===== src/rtl/iso2sj_pkg.sv =====
// Shared types for the ISO-2022-JP to Shift_JIS stream converter.
// Holds the command and status bundles that join the controller and the datapath.
// No dependencies.
package iso2sj_pkg;

    typedef struct packed {
        logic load;
        logic step;
        logic flush;
        logic finish;
        logic advance;
    } t_cmd;

    typedef struct packed {
        logic queue_pend;
        logic esc_held;
        logic last;
        logic out_empty;
        logic out_last;
    } t_sts;

endpackage


===== src/rtl/iso2sj_in_if.sv =====
// Input channel of the converter: one ISO-2022-JP byte per beat.
// Valid/ready handshake; no dependencies.
interface iso2sj_in_if;
    logic       valid;
    logic       ready;
    logic [7:0] in_byte;
    logic       stream_last;

    modport source (output valid, output in_byte, output stream_last, input ready);
    modport sink   (input valid, input in_byte, input stream_last, output ready);
endinterface


===== src/rtl/iso2sj_out_if.sv =====
// Output channel of the converter: one Shift_JIS byte per beat.
// Valid/ready handshake; no dependencies.
interface iso2sj_out_if;
    logic       valid;
    logic       ready;
    logic [7:0] out_byte;
    logic       run_last;
    logic [3:0] mode_now;

    modport source (output valid, output out_byte, output run_last, output mode_now,
                    input ready);
    modport sink   (input valid, input out_byte, input run_last, input mode_now,
                    output ready);
endinterface


===== src/rtl/iso2sj_dp.sv =====
// Datapath of the converter: byte window, escape matcher, mode and lead state,
// byte conversion and the result buffer. Driven by iso2sj_ctrl; uses iso2sj_pkg.
module iso2sj_dp
    import iso2sj_pkg::*;
(
    input  logic       i_clk,
    input  logic       i_rst_n,
    input  t_cmd       i_cmd,
    output t_sts       o_sts,
    input  logic [7:0] i_in_byte,
    input  logic       i_stream_last,
    output logic [7:0] o_out_byte,
    output logic       o_run_last,
    output logic [3:0] o_mode_now
);

    localparam logic [7:0] ESC         = 8'h1B;
    localparam logic [3:0] MODE_DEFAULT = 4'd0;
    localparam logic [3:0] MODE_ROMAN   = 4'd2;
    localparam logic [3:0] MODE_KANA    = 4'd3;
    localparam logic [3:0] MODE_KJ_LO   = 4'd4;
    localparam logic [3:0] MODE_KJ_HI   = 4'd6;
    localparam int         NUM_SEQ      = 10;
    localparam int         WIN          = 6;
    localparam int         OUT_DEPTH    = 8;

    localparam logic [7:0] SEQ_BYTES [NUM_SEQ][WIN] = '{
        '{8'h1B, 8'h28, 8'h42, 8'h00, 8'h00, 8'h00},
        '{8'h1B, 8'h28, 8'h4A, 8'h00, 8'h00, 8'h00},
        '{8'h1B, 8'h28, 8'h49, 8'h00, 8'h00, 8'h00},
        '{8'h1B, 8'h24, 8'h40, 8'h00, 8'h00, 8'h00},
        '{8'h1B, 8'h24, 8'h42, 8'h00, 8'h00, 8'h00},
        '{8'h1B, 8'h26, 8'h40, 8'h1B, 8'h24, 8'h42},
        '{8'h1B, 8'h24, 8'h28, 8'h44, 8'h00, 8'h00},
        '{8'h1B, 8'h24, 8'h28, 8'h4F, 8'h00, 8'h00},
        '{8'h1B, 8'h24, 8'h28, 8'h51, 8'h00, 8'h00},
        '{8'h1B, 8'h24, 8'h28, 8'h50, 8'h00, 8'h00}
    };
    localparam logic [2:0] SEQ_LEN [NUM_SEQ] = '{
        3'd3, 3'd3, 3'd3, 3'd3, 3'd3, 3'd6, 3'd4, 3'd4, 3'd4, 3'd4
    };

    typedef enum logic [1:0] {
        CLS_NONE,
        CLS_PREFIX,
        CLS_COMPLETE
    } t_cls_kind;

    typedef struct packed {
        t_cls_kind  kind;
        logic [3:0] mode;
    } t_cls;

    typedef struct packed {
        logic [7:0] lead;
        logic       lead_vld;
        logic [1:0] n_emit;
        logic [7:0] b0;
        logic [7:0] b1;
    } t_ord;

    function automatic t_cls classify(input logic [WIN-1:0][7:0] w, input logic [2:0] n);
        t_cls res;
        logic found;
        logic match;
        res.kind = CLS_NONE;
        res.mode = MODE_DEFAULT;
        found    = 1'b0;
        for (int s = 0; s < NUM_SEQ; s++) begin
            match = (n <= SEQ_LEN[s]);
            for (int k = 0; k < WIN; k++) begin
                if ((3'(k) < n) && (w[k] != SEQ_BYTES[s][k])) begin
                    match = 1'b0;
                end
            end
            if (match && !found) begin
                found    = 1'b1;
                res.kind = (n == SEQ_LEN[s]) ? CLS_COMPLETE : CLS_PREFIX;
                res.mode = 4'(s + 1);
            end
        end
        return res;
    endfunction

    function automatic logic [15:0] kanji(input logic [7:0] a, input logic [7:0] b);
        logic [8:0] c1;
        logic [8:0] c2;
        if (a[0]) begin
            c1 = (({1'b0, a} + 9'd1) >> 1) + 9'h070;
            c2 = {1'b0, b} + 9'h01F;
        end else begin
            c1 = ({1'b0, a} >> 1) + 9'h070;
            c2 = {1'b0, b} + 9'h07D;
        end
        if (c1 >= 9'h0A0) begin
            c1 = c1 + 9'h040;
        end
        if (c2 >= 9'h07F) begin
            c2 = c2 + 9'd1;
        end
        return {c1[7:0], c2[7:0]};
    endfunction

    function automatic t_ord ordinary(input logic [7:0] b, input logic [3:0] mode,
                                      input logic [7:0] lead, input logic lead_vld);
        t_ord res;
        logic pair;
        pair         = (b >= 8'h21) && (b <= 8'h7E);
        res.lead     = lead;
        res.lead_vld = 1'b0;
        res.n_emit   = 2'd0;
        res.b0       = b;
        res.b1       = 8'h00;
        if (lead_vld && pair) begin
            if ((mode >= MODE_KJ_LO) && (mode <= MODE_KJ_HI)) begin
                {res.b0, res.b1} = kanji(lead, b);
                res.n_emit       = 2'd2;
            end
        end else if (mode <= MODE_ROMAN) begin
            if (b <= 8'h7F) begin
                res.n_emit = 2'd1;
            end
        end else if (mode == MODE_KANA) begin
            if ((b >= 8'h21) && (b <= 8'h5F)) begin
                res.b0     = b + 8'h80;
                res.n_emit = 2'd1;
            end
        end else if (pair) begin
            res.lead     = b;
            res.lead_vld = 1'b1;
        end
        return res;
    endfunction

    logic [WIN-1:0][7:0]       r_win, n_win;
    logic [2:0]                r_cnt, n_cnt;
    logic [2:0]                r_esc_len, n_esc_len;
    logic [3:0]                r_mode, n_mode;
    logic [7:0]                r_lead, n_lead;
    logic                      r_lead_vld, n_lead_vld;
    logic                      r_last, n_last;
    logic [OUT_DEPTH-1:0][7:0] r_obuf, n_obuf;
    logic [3:0]                r_ocnt, n_ocnt;
    logic [2:0]                r_oidx, n_oidx;
    logic [3:0]                r_mode_out, n_mode_out;

    t_cls       cls;
    t_ord       ord;
    logic       do_ord;
    logic [2:0] shift;
    logic [3:0] ocnt_sum;

    always_comb begin
        n_win      = r_win;
        n_cnt      = r_cnt;
        n_esc_len  = r_esc_len;
        n_mode     = r_mode;
        n_lead     = r_lead;
        n_lead_vld = r_lead_vld;
        n_last     = r_last;
        n_obuf     = r_obuf;
        n_ocnt     = r_ocnt;
        n_oidx     = r_oidx;
        n_mode_out = r_mode_out;
        do_ord     = 1'b0;
        shift      = 3'd0;
        ocnt_sum   = 4'd0;
        cls        = classify(r_win, r_esc_len + 3'd1);
        ord        = ordinary(r_win[0], r_mode, r_lead, r_lead_vld);

        if (i_cmd.load) begin
            n_win[r_cnt] = i_in_byte;
            n_cnt        = r_cnt + 3'd1;
            n_last       = i_stream_last;
            n_ocnt       = 4'd0;
            n_oidx       = 3'd0;
        end

        if (i_cmd.step) begin
            if ((r_esc_len == 3'd0) && (r_win[0] != ESC)) begin
                do_ord = 1'b1;
                shift  = 3'd1;
            end else begin
                if (r_esc_len == 3'd0) begin
                    n_lead_vld = 1'b0;
                end
                unique case (cls.kind)
                    CLS_COMPLETE: begin
                        n_mode    = cls.mode;
                        shift     = r_esc_len + 3'd1;
                        n_esc_len = 3'd0;
                    end
                    CLS_PREFIX: begin
                        n_esc_len = r_esc_len + 3'd1;
                    end
                    default: begin
                        do_ord    = 1'b1;
                        shift     = 3'd1;
                        n_esc_len = 3'd0;
                    end
                endcase
            end
        end

        if (i_cmd.flush) begin
            do_ord    = 1'b1;
            shift     = 3'd1;
            n_esc_len = r_esc_len - 3'd1;
        end

        if (do_ord) begin
            n_lead     = ord.lead;
            n_lead_vld = ord.lead_vld;
            for (int i = 0; i < OUT_DEPTH; i++) begin
                if ((ord.n_emit != 2'd0) && (r_ocnt == 4'(i))) begin
                    n_obuf[i] = ord.b0;
                end
                if ((ord.n_emit == 2'd2) && ((r_ocnt + 4'd1) == 4'(i))) begin
                    n_obuf[i] = ord.b1;
                end
            end
            ocnt_sum = r_ocnt + {2'b00, ord.n_emit};
            n_ocnt   = (ocnt_sum > 4'(OUT_DEPTH)) ? 4'(OUT_DEPTH) : ocnt_sum;
        end

        if (shift != 3'd0) begin
            n_win = r_win >> {shift, 3'b000};
            n_cnt = r_cnt - shift;
        end

        if (i_cmd.finish) begin
            n_mode_out = r_mode;
            if (r_last) begin
                n_mode     = MODE_DEFAULT;
                n_lead     = 8'h00;
                n_lead_vld = 1'b0;
                n_esc_len  = 3'd0;
                n_cnt      = 3'd0;
                n_last     = 1'b0;
            end
        end

        if (i_cmd.advance) begin
            n_oidx = r_oidx + 3'd1;
        end
    end

    always_ff @(posedge i_clk) begin
        if (!i_rst_n) begin
            r_cnt      <= 3'd0;
            r_esc_len  <= 3'd0;
            r_mode     <= MODE_DEFAULT;
            r_lead     <= 8'h00;
            r_lead_vld <= 1'b0;
            r_last     <= 1'b0;
            r_ocnt     <= 4'd0;
            r_oidx     <= 3'd0;
        end else begin
            r_cnt      <= n_cnt;
            r_esc_len  <= n_esc_len;
            r_mode     <= n_mode;
            r_lead     <= n_lead;
            r_lead_vld <= n_lead_vld;
            r_last     <= n_last;
            r_ocnt     <= n_ocnt;
            r_oidx     <= n_oidx;
        end
    end

    always_ff @(posedge i_clk) begin
        r_win      <= n_win;
        r_obuf     <= n_obuf;
        r_mode_out <= n_mode_out;
    end

    assign o_sts.queue_pend = (r_cnt != r_esc_len);
    assign o_sts.esc_held   = (r_esc_len != 3'd0);
    assign o_sts.last       = r_last;
    assign o_sts.out_empty  = (r_ocnt == 4'd0);
    assign o_sts.out_last   = (({1'b0, r_oidx} + 4'd1) == r_ocnt);

    assign o_out_byte = r_obuf[r_oidx];
    assign o_run_last = o_sts.out_last;
    assign o_mode_now = r_mode_out;

endmodule


===== src/rtl/iso2sj_ctrl.sv =====
// Controller of the converter: sequences accept, scan, flush, finish and drain.
// Drives iso2sj_dp through t_cmd and reads t_sts; uses iso2sj_pkg.
module iso2sj_ctrl
    import iso2sj_pkg::*;
(
    input  logic i_clk,
    input  logic i_rst_n,
    input  logic i_in_valid,
    output logic o_in_ready,
    output logic o_out_valid,
    input  logic i_out_ready,
    output t_cmd o_cmd,
    input  t_sts i_sts
);

    typedef enum logic [1:0] {
        S_IDLE,
        S_RUN,
        S_DRAIN
    } t_state;

    t_state r_state, n_state;

    always_comb begin
        n_state = r_state;
        o_cmd   = '0;
        unique case (r_state)
            S_IDLE: begin
                if (i_in_valid) begin
                    o_cmd.load = 1'b1;
                    n_state    = S_RUN;
                end
            end
            S_RUN: begin
                if (i_sts.queue_pend) begin
                    o_cmd.step = 1'b1;
                end else if (i_sts.last && i_sts.esc_held) begin
                    o_cmd.flush = 1'b1;
                end else begin
                    o_cmd.finish = 1'b1;
                    n_state      = i_sts.out_empty ? S_IDLE : S_DRAIN;
                end
            end
            S_DRAIN: begin
                if (i_out_ready) begin
                    if (i_sts.out_last) begin
                        n_state = S_IDLE;
                    end else begin
                        o_cmd.advance = 1'b1;
                    end
                end
            end
            default: begin
                n_state = S_IDLE;
            end
        endcase
    end

    always_ff @(posedge i_clk) begin
        if (!i_rst_n) begin
            r_state <= S_IDLE;
        end else begin
            r_state <= n_state;
        end
    end

    assign o_in_ready  = (r_state == S_IDLE);
    assign o_out_valid = (r_state == S_DRAIN);

endmodule


===== src/rtl/iso2022jp_to_shift_jis_stream_core.sv =====
// ISO-2022-JP to Shift_JIS stream converter, top level. Takes one input byte per
// beat and returns zero to eight Shift_JIS bytes for it, the last one flagged with
// run_last and all of them carrying the mode reached after that input byte. Bytes
// are handled one at a time: the byte is accepted, the matcher takes a step for each
// queued byte (held escape bytes that no longer match are rescanned), a final byte
// flushes each held escape byte, the input is closed, then the results are drained
// one per output beat. Stream end resets the mode to default.
// Uses iso2sj_pkg, iso2sj_in_if, iso2sj_out_if, iso2sj_ctrl and iso2sj_dp.
module iso2022jp_to_shift_jis_stream_core
    import iso2sj_pkg::*;
(
    input  logic         i_clk,
    input  logic         i_rst_n,
    iso2sj_in_if.sink    i_in,
    iso2sj_out_if.source o_out
);

    t_cmd cmd;
    t_sts sts;

    iso2sj_ctrl u_ctrl (
        .i_clk       (i_clk),
        .i_rst_n     (i_rst_n),
        .i_in_valid  (i_in.valid),
        .o_in_ready  (i_in.ready),
        .o_out_valid (o_out.valid),
        .i_out_ready (o_out.ready),
        .o_cmd       (cmd),
        .i_sts       (sts)
    );

    iso2sj_dp u_dp (
        .i_clk         (i_clk),
        .i_rst_n       (i_rst_n),
        .i_cmd         (cmd),
        .o_sts         (sts),
        .i_in_byte     (i_in.in_byte),
        .i_stream_last (i_in.stream_last),
        .o_out_byte    (o_out.out_byte),
        .o_run_last    (o_out.run_last),
        .o_mode_now    (o_out.mode_now)
    );

endmodule


===== src/flat_wrapper.sv =====
// flat-port wrapper written by rule: the top's interface ports become plain ports
module iso2022jp_to_shift_jis_stream_core_flat import iso2sj_pkg::*;
  (i_clk, i_rst_n, i_in_valid, i_in_in_byte, i_in_stream_last, i_in_ready, o_out_valid, o_out_out_byte, o_out_run_last, o_out_mode_now, o_out_ready);
  iso2sj_in_if i_in_i ();
  iso2sj_out_if o_out_i ();
  input  logic i_clk;
  input  logic i_rst_n;
  input wire logic [$bits(i_in_i.valid)-1:0] i_in_valid;
  input wire logic [$bits(i_in_i.in_byte)-1:0] i_in_in_byte;
  input wire logic [$bits(i_in_i.stream_last)-1:0] i_in_stream_last;
  output wire logic [$bits(i_in_i.ready)-1:0] i_in_ready;
  output wire logic [$bits(o_out_i.valid)-1:0] o_out_valid;
  output wire logic [$bits(o_out_i.out_byte)-1:0] o_out_out_byte;
  output wire logic [$bits(o_out_i.run_last)-1:0] o_out_run_last;
  output wire logic [$bits(o_out_i.mode_now)-1:0] o_out_mode_now;
  input wire logic [$bits(o_out_i.ready)-1:0] o_out_ready;
  assign i_in_i.valid = i_in_valid;
  assign i_in_i.in_byte = i_in_in_byte;
  assign i_in_i.stream_last = i_in_stream_last;
  assign i_in_ready = i_in_i.ready;
  assign o_out_valid = o_out_i.valid;
  assign o_out_out_byte = o_out_i.out_byte;
  assign o_out_run_last = o_out_i.run_last;
  assign o_out_mode_now = o_out_i.mode_now;
  assign o_out_i.ready = o_out_ready;
  iso2022jp_to_shift_jis_stream_core u_core (.i_clk(i_clk), .i_rst_n(i_rst_n), .i_in(i_in_i), .o_out(o_out_i));
endmodule

===== config.mk =====
export PLATFORM = sky130hd
export DESIGN_NAME = iso2022jp_to_shift_jis_stream_core_flat
export DESIGN_NICKNAME = d
export VERILOG_FILES = /design/src/rtl/iso2sj_pkg.sv /design/src/rtl/iso2sj_in_if.sv /design/src/rtl/iso2sj_out_if.sv /design/src/rtl/iso2sj_dp.sv /design/src/rtl/iso2sj_ctrl.sv /design/src/rtl/iso2022jp_to_shift_jis_stream_core.sv /design/src/flat_wrapper.sv
export SDC_FILE = /design/constraint.sdc
export NUM_CORES = 1
export LEC_CHECK = 0
export BUFFER_PORTS_ARGS = -buffer_cell sky130_fd_sc_hd__buf_2
export CAP_MARGIN = 0
export CELL_PAD_IN_SITES_DETAIL_PLACEMENT = 1
export CELL_PAD_IN_SITES_GLOBAL_PLACEMENT = 2
export CORE_MARGIN = 2
export CORE_UTILIZATION = 25
export CTS_CLUSTER_DIAMETER = 80
export DETAILED_ROUTE_END_ITERATION = 6
export MAX_ROUTING_LAYER = met4
export PLACE_DENSITY = 0.62
export SYNTH_ARGS = -nofsm -noshare
export SYNTH_HDL_FRONTEND = slang
export SYNTH_SLANG_ARGS = --single-unit

===== constraint.sdc =====
create_clock -name i_clk -period 5.6 [get_ports i_clk]
set_clock_uncertainty 0.15 [all_clocks]
set_input_delay 0.84 -clock i_clk [delete_from_list [all_inputs] [get_ports i_clk]]
set_output_delay 0.84 -clock i_clk [all_outputs]
set_load 0.005 [all_outputs]

======== Word level (Yosys, flattened, before mapping) ========
Index checks and enable logic that the tools add are counted.
word-level totals
  logic and storage cells ................. 366
  register bits ........................... 145
operators by class
  shift operators ......................... 1
  mux-type cells .......................... 166
  reductions and logical operators ........ 91
  $lt $le $gt $ge ......................... 22
  add/subtract/negate cells ............... 16
  equality and inequality tests ........... 46
operators by type and width
  cell                   count
  $mux W8                25
  $mux W9                11
  $mux W48               2
  $mux W1                75
  $ne A8 B7 Y1 const B   9
  $mux W6                10
  $logic_and A1 B1 Y1    51
  $bwmux W48             1
  $mux W3                16
  $shr A48 B6 Y48        1
  $ne A8 B6 Y1 const B   5
  $eq A4 B3 Y1 const B   8
  $mux W4                8
  $bmux W8 S3            1
  $demux W8 S3           1
  $le A8 B7 Y1 const B   3
  $reduce_bool A2 Y1     12
  $reduce_bool A8 Y1     3
  $mux W2                11
  $eq A4 B2 Y1 const B   5
  $mux W10               2
  $add A8 B7 Y9 const B  2
  $mux W18               1
  $ne A8 B5 Y1 const B   2
  45 further kinds       77

======== Longest topological paths before layout ========
  depth in word-level cells ............... 46
  gate-level depth with buffers ........... 23
  depth with buffers taken out ............ 19

======== Modules after synthesis ========
A second synthesis with hierarchy kept.
unflattened totals
  cells, all modules ...................... 978
  area, all modules ....................... 9855.7 µm²
modules (own cells, without submodules)
  module       area an instance (µm²)  cells each  sequential area each (µm²)  instances
  iso2sj_dp    9713.1                  959         4023.9                      1
  iso2sj_ctrl  142.6                   19          40.0                        1

======== Worst setup path before layout ========
No wires, ideal clock.
  path kind ............................... reg2reg
  start point ............................. register u_core.u_dp.r_esc_len[0]
  end point ............................... register u_core.u_dp.r_cnt[2]
  stages on the path, launching flop included .. 24
  arrival ................................. 4.741 ns
  data required time ...................... 5.324 ns
  buffers on the path ..................... 4
  path slack .............................. 0.583 ns
  library setup time ...................... 0.126 ns
  path through ............................ dfxtp_1 buf_4 inv_1 ha_1 clkinv_1 o21ai_0 a21oi_1 o21ai_0 nand2_1 o22ai_1 a32o_1 ha_1 mux2i_1 o21ai_0 nand2_1 buf_2 buf_2 buf_2 ha_1 inv_1 fa_1 a221o_1 o21ai_0 a21oi_1
between the ends
  word-level cells in the longest chain between the ends .. 46
  elaborated cells on any way between the ends .. 137
  classes of those cells .................. add/sub (2); order compare (9); eq/ne (6); mux (78); reduce/logical (42)
RTL lines
  what                                                 line                                RTL
  start: declaration                                   iso2sj_dp.sv:137                    logic [2:0] r_esc_len, n_esc_len;
  start signal: assignment                             iso2sj_dp.sv:260                    r_esc_len <= n_esc_len;
  $add A3 B1 Y3                                        iso2sj_dp.sv:168, iso2sj_dp.sv:190
  $lt A1 B3 Y1                                         iso2sj_dp.sv:72                     if ((3'(k) < n) && (w[k] != SEQ_BYTES[s][k])) begin
  $logic_and A1 B1 Y1                                  iso2sj_dp.sv:72
  $mux W1 (6 in a row)                                 iso2sj_dp.sv:72
  $mux W1                                              iso2sj_dp.sv:76                     if (match && !found) begin
  $logic_not A1 Y1                                     iso2sj_dp.sv:76
  $logic_and A1 B1 Y1                                  iso2sj_dp.sv:76
  $mux W1                                              iso2sj_dp.sv:76
  (+25 left out)                                       -
  $pmux W3 S2                                          iso2sj_dp.sv:187                    unique case (cls.kind)
  $mux W3                                              iso2sj_dp.sv:180                    if ((r_esc_len == 3'd0) && (r_win[0] != ESC)) begin
  $mux W3                                              iso2sj_dp.sv:179                    if (i_cmd.step) begin
  $mux W3                                              iso2sj_dp.sv:205                    if (i_cmd.flush) begin
  $sub A3 B3 Y3 or $reduce_bool A3 Y1 (tied branches)  iso2sj_dp.sv:228, iso2sj_dp.sv:226
  $mux W3                                              iso2sj_dp.sv:226                    if (shift != 3'd0) begin
  $mux W3                                              iso2sj_dp.sv:233                    if (r_last) begin
  $mux W3 *                                            iso2sj_dp.sv:231                    if (i_cmd.finish) begin
  end signal: assignment                               iso2sj_dp.sv:259                    r_cnt <= n_cnt;
  end: declaration                                     iso2sj_dp.sv:136                    logic [2:0] r_cnt, n_cnt;
Every way passes the cells marked *; elsewhere a longest branch is shown, timed or not.
A chain may end at the register's enable or synchronous reset.

======== Worst setup path after layout ========
  start point ............................. register u_core.u_dp.r_win[26] in the netlist's numbering
  end point ............................... register u_core.u_dp.r_obuf[60] in the netlist's numbering, enable pin
between the ends
  word-level cells in the longest chain between the ends .. 40
  elaborated cells on any way between the ends .. 87
  classes of those cells .................. eq/ne (7); mux (53); reduce/logical (27)
RTL lines
  what                                          line              RTL
  start: declaration                            iso2sj_dp.sv:135  logic [WIN-1:0][7:0] r_win, n_win;
  start signal: assignment                      iso2sj_dp.sv:271  r_win <= n_win;
  $reduce_bool A8 Y1                            iso2sj_dp.sv:72
  $logic_and A1 B1 Y1                           iso2sj_dp.sv:72
  $mux W1 (3 in a row)                          iso2sj_dp.sv:72
  $mux W1                                       iso2sj_dp.sv:76
  $logic_not A1 Y1                              iso2sj_dp.sv:76
  $logic_and A1 B1 Y1                           iso2sj_dp.sv:76
  $mux W1                                       iso2sj_dp.sv:76
  $logic_not A1 Y1                              iso2sj_dp.sv:76
  (+22 left out)                                -
  $mux W6 *                                     iso2sj_dp.sv:76
  $eq A2 B1 Y1 or $eq A2 B2 Y1 (tied branches)  iso2sj_dp.sv:187
  $reduce_or A2 Y1 (no line) *                  -
  $mux W1 *                                     iso2sj_dp.sv:187
  $mux W1 *                                     iso2sj_dp.sv:180
  $mux W1 *                                     iso2sj_dp.sv:179
  $mux W1 *                                     iso2sj_dp.sv:205
  $reduce_and A2 Y1 (no line) *                 -
  end signal: assignment                        iso2sj_dp.sv:272  r_obuf <= n_obuf;
  end: declaration                              iso2sj_dp.sv:142  logic [OUT_DEPTH-1:0][7:0] r_obuf, n_obuf;
Marked as above.

==> results by group <==
Outcome
  • Status: finished, final reports clean

Hold path
  • Worst hold stages: 1
  • Hold_sp: u_core.u_ctrl.r_state[1]
  • End of the worst hold path: u_core.u_ctrl.r_state[0]
  • Worst min path class: reg2reg

Power
  • Psw: 1.27 mW
  • Leakage: 3.60 nW
  • IR drop worst, VDD: 0.000221 V
  • Combinational power share: 28.7%
  • Internal Pwr Total: 2.34 mW
  • Reg power frac: 39.2%
  • Clk pwr share: roughly 32%
  • Sw frac: 35.1%
  • PwrDens: 330 nW/µm²

GRT
  • Number of global-route vias before repair: 8,318
  • Largest net degree at the start of global routing: 39
  • All-layer global routing usage: around 17%
  • First-pass GRT wire length: 50,000 µm
  • Initial antenna violation count: 0
  • Grt total ovfl: 0

STA
  • Final hold violation count: 0
  • Final min period: 5120 ps
  • # setup viols final: 0
  • RSZ-0062 raised after global routing: no
  • Max Clock Freq: around 0.2 GHz
  • Worst setup margin: 476 ps
  • Setup TNS: 0 ps
  • Final worst-path cycle share: 91.5%
  • Max-slew violation count: 0
  • Slew @ Worst Pin: 1100 ps
  • Slew margin rel.: a little over a quarter

Clocking
  • CTS tree: yes
  • CTS Buffer Depth: 2
  • CTS Sinks: 145
  • Hold_buf cts: 0
  • Clock Root Buffer: clkbuf_16
  • Register clock-pin slew on the reported worst setup and hold paths: ~70 ps
  • Worst-Skew Late Latency: 450 ps
  • TritonCTS buffer count: 17
  • Post-CTS setup buffers: 0
  • H-tree levels: 4

Synthesis
  • Dominant synthesized flop cell: edfxtp_1
  • Register bit count reported by yosys: 145
  • Synth Cell Area: 9510 µm²
  • Mapped Cells: just under 1,000
  • Sequential share of the synthesized area: between 40% and 50%
  • Synth unique cells: just over 80
  • Net Count, Synth: 1,022
  • Async S/R FF share, synth: 0%
  • Post-synth EDFFs: 116
  • Syn Area/Cell: 9.65 µm²
  • Synth warn: 0

Flow run
  • Total of max-cap violations: 0

Route
  • DRC viols: 0
  • Drt first pass iters: 5
  • Routed Antenna Nets: 0
  • Starting DRC count in detailed routing: roughly 480
  • Routed len/inst: slightly above 20 µm
  • Vias per cell: 5.15
  • Final wirelength: 31,500 µm
  • Vias: 7,924

Floorplanning
  • Die Wd: 199 µm
  • I/O pin total: 28
  • Initial Utilization: 25.3%
  • Row count: 71
  • Core area: 37,600 µm²
  • Die Y: ~200 µm
  • Area of the die: 39,600 µm²

Final layout
  • Util after Layout: 29.1%
  • Commonest non-fill, non-tap cell in the layout: edfxtp_1
  • ANT cells: 0
  • Design area: roughly 11,000 µm²
  • Non-filler instance count after layout: around 1,500
  • Most frequent cells in the layout: edfxtp_1, nand2_1, nor2_1
  • Share of layout cells above drive strength 1: 14.6%
  • Syn-to-layout area delta: 14.8%
  • Nets: 1,052

Setup path
  • CP endpoint kind: flip-flop
  • Reg2reg path depth: 12
  • CP Class: reg2reg
  • Reg2Reg Launch Point: u_core.u_dp.r_win[26]
  • Crit start category: flip-flop
  • Max incr delay on CP: 930 ps
  • Cell mode on critical path: nand2_1
  • Critical path data arrival time: 5030 ps
  • Worst-path fanout max: 8
  • Critical-path top delay cell: nor4_2
  • CP Cell Sequence: nor4b_1, or3b_2, nor4_1, o211ai_1, nand2_1, o22ai_2, a32o_1, ha_1, o21ai_0, nand2_1, o21ai_1, nor4_2
  • R2r setup slk: 480 ps
  • Req. time, crit path: 5510 ps
  • FF-to-FF End: u_core.u_dp.r_obuf[60]

Placement
  • Worst slack at placement: between 400 and 500 ps
  • HPWL Detailed: 23,700 µm
  • IO Port Bufs: 27
  • Placed Cells: 1,508
  • Placer congestion estimate: 0.808
  • Post-DP Area: ~10,000 µm²
[repair_timing]
action / 4_1_cts / 5_1_grt
gates resized for setup: 0 / 3
hold endpoints to repair: 0 / 0
setup endpoints to repair: 0 / 17
[per-layer routing]
| layer | routed length, µm | up-vias | global-route usage (%) |
|---|---|---|---|
| li1 | - | 3837 | - |
| met1 | 14300 | 3983 | 20.5 |
| met2 | 16200 | 79 | 29.9 |
| met3 | 636 | 25 | 2.82 |
| met4 | 365 | 0 | 4.12 |
| met5 | 0 | - | - |
[logic make-up after synthesis]
family	after synthesis	synth area share, %
muxes	66	9.33
xor gates and xnor gates	30	2.76
DFF	145	42.7
AOI/OAI and AO/OA	297	20.2
adders and majority gates	23	3.26
and+or+nand+nor	358	18.7
buffers and inverters	67	3.02
[area by class of cell]
cell class	instances	area (µm²)
repair buffers	60	395
well taps	511	639
clock inverters	12	134
multi-input cells	774	5190
inverters	18	67.6
fillers	4298	26700
clock buffers	19	433
flip-flops and latches	145	4060
[state kept, by name, indices dropped and copies added (netlist names), 3 cells and up]
register / cells
u_core.u_dp.r_obuf: 64
u_core.u_dp.r_cnt: 3
u_core.u_dp.r_esc_len: 3
u_core.u_dp.r_lead: 8
u_core.u_dp.r_ocnt: 4
u_core.u_dp.r_win: 48
u_core.u_dp.r_mode: 4
u_core.u_dp.o_mode_now: 4
u_core.u_dp.r_oidx: 3
[synth_stat cells, drive strengths merged (22+ instances only)]
library cell / number / area [µm²]
nor2: 83 / 314
nor3: 35 / 175
buf: 22 / 118
edfxtp: 116 / 3480
dfxtp: 29 / 581
clkbuf: 27 / 103
nand2: 105 / 397
o21ai: 75 / 375
mux2i: 29 / 290
a21oi: 75 / 375
a22oi: 36 / 270
nand3: 38 / 190
[worst max path at each step]
stage                        startpoint                     end  slack (ps)
6_report          u_core.u_dp.r_win[26]  u_core.u_dp.r_obuf[60]         480
3_5_place_dp      u_core.u_dp.r_win[26]   u_core.u_dp.r_win[30]         430
2_1_floorplan  u_core.u_dp.r_esc_len[0]    u_core.u_dp.r_cnt[2]         580
5_1_grt        u_core.u_dp.r_esc_len[0]    u_core.u_dp.r_win[7]          80
3_3_place_gp      u_core.u_dp.r_win[26]   u_core.u_dp.r_win[25]         500
4_1_cts           u_core.u_dp.r_win[26]   u_core.u_dp.r_win[30]         350
[stage by stage]
step	power [mW]	hold WS, ps
after floorplan	2.08	278
after global placement	2.47	317
after detailed placement	2.48	320
after CTS	3.65	343
after global routing	3.82	382
final	3.61	341
[power groups by stage]
| stage | Clock (mW) | Sequential (mW) | Combinational (mW) |
|---|---|---|---|
| 2_1_floorplan | 0 | 1.39 | 0.692 |
| 3_3_place_gp | 0 | 1.44 | 1.03 |
| 3_5_place_dp | 0 | 1.44 | 1.05 |
| 4_1_cts | 1.19 | 1.41 | 1.05 |
| 5_1_grt | 1.24 | 1.42 | 1.16 |
| 6_report | 1.16 | 1.41 | 1.03 |
[worst max-delay path: cells and delay by family (launching register included)]
| kind | cells | cell delay [ps] |
|---|---|---|
| and+or+nand+nor | 6 | 2720 |
| AOI/OAI and AO/OA | 5 | 1070 |
| adders and majority gates | 1 | 300 |
| DFF | 1 | 500 |
(Power assumes the default switching activity.)
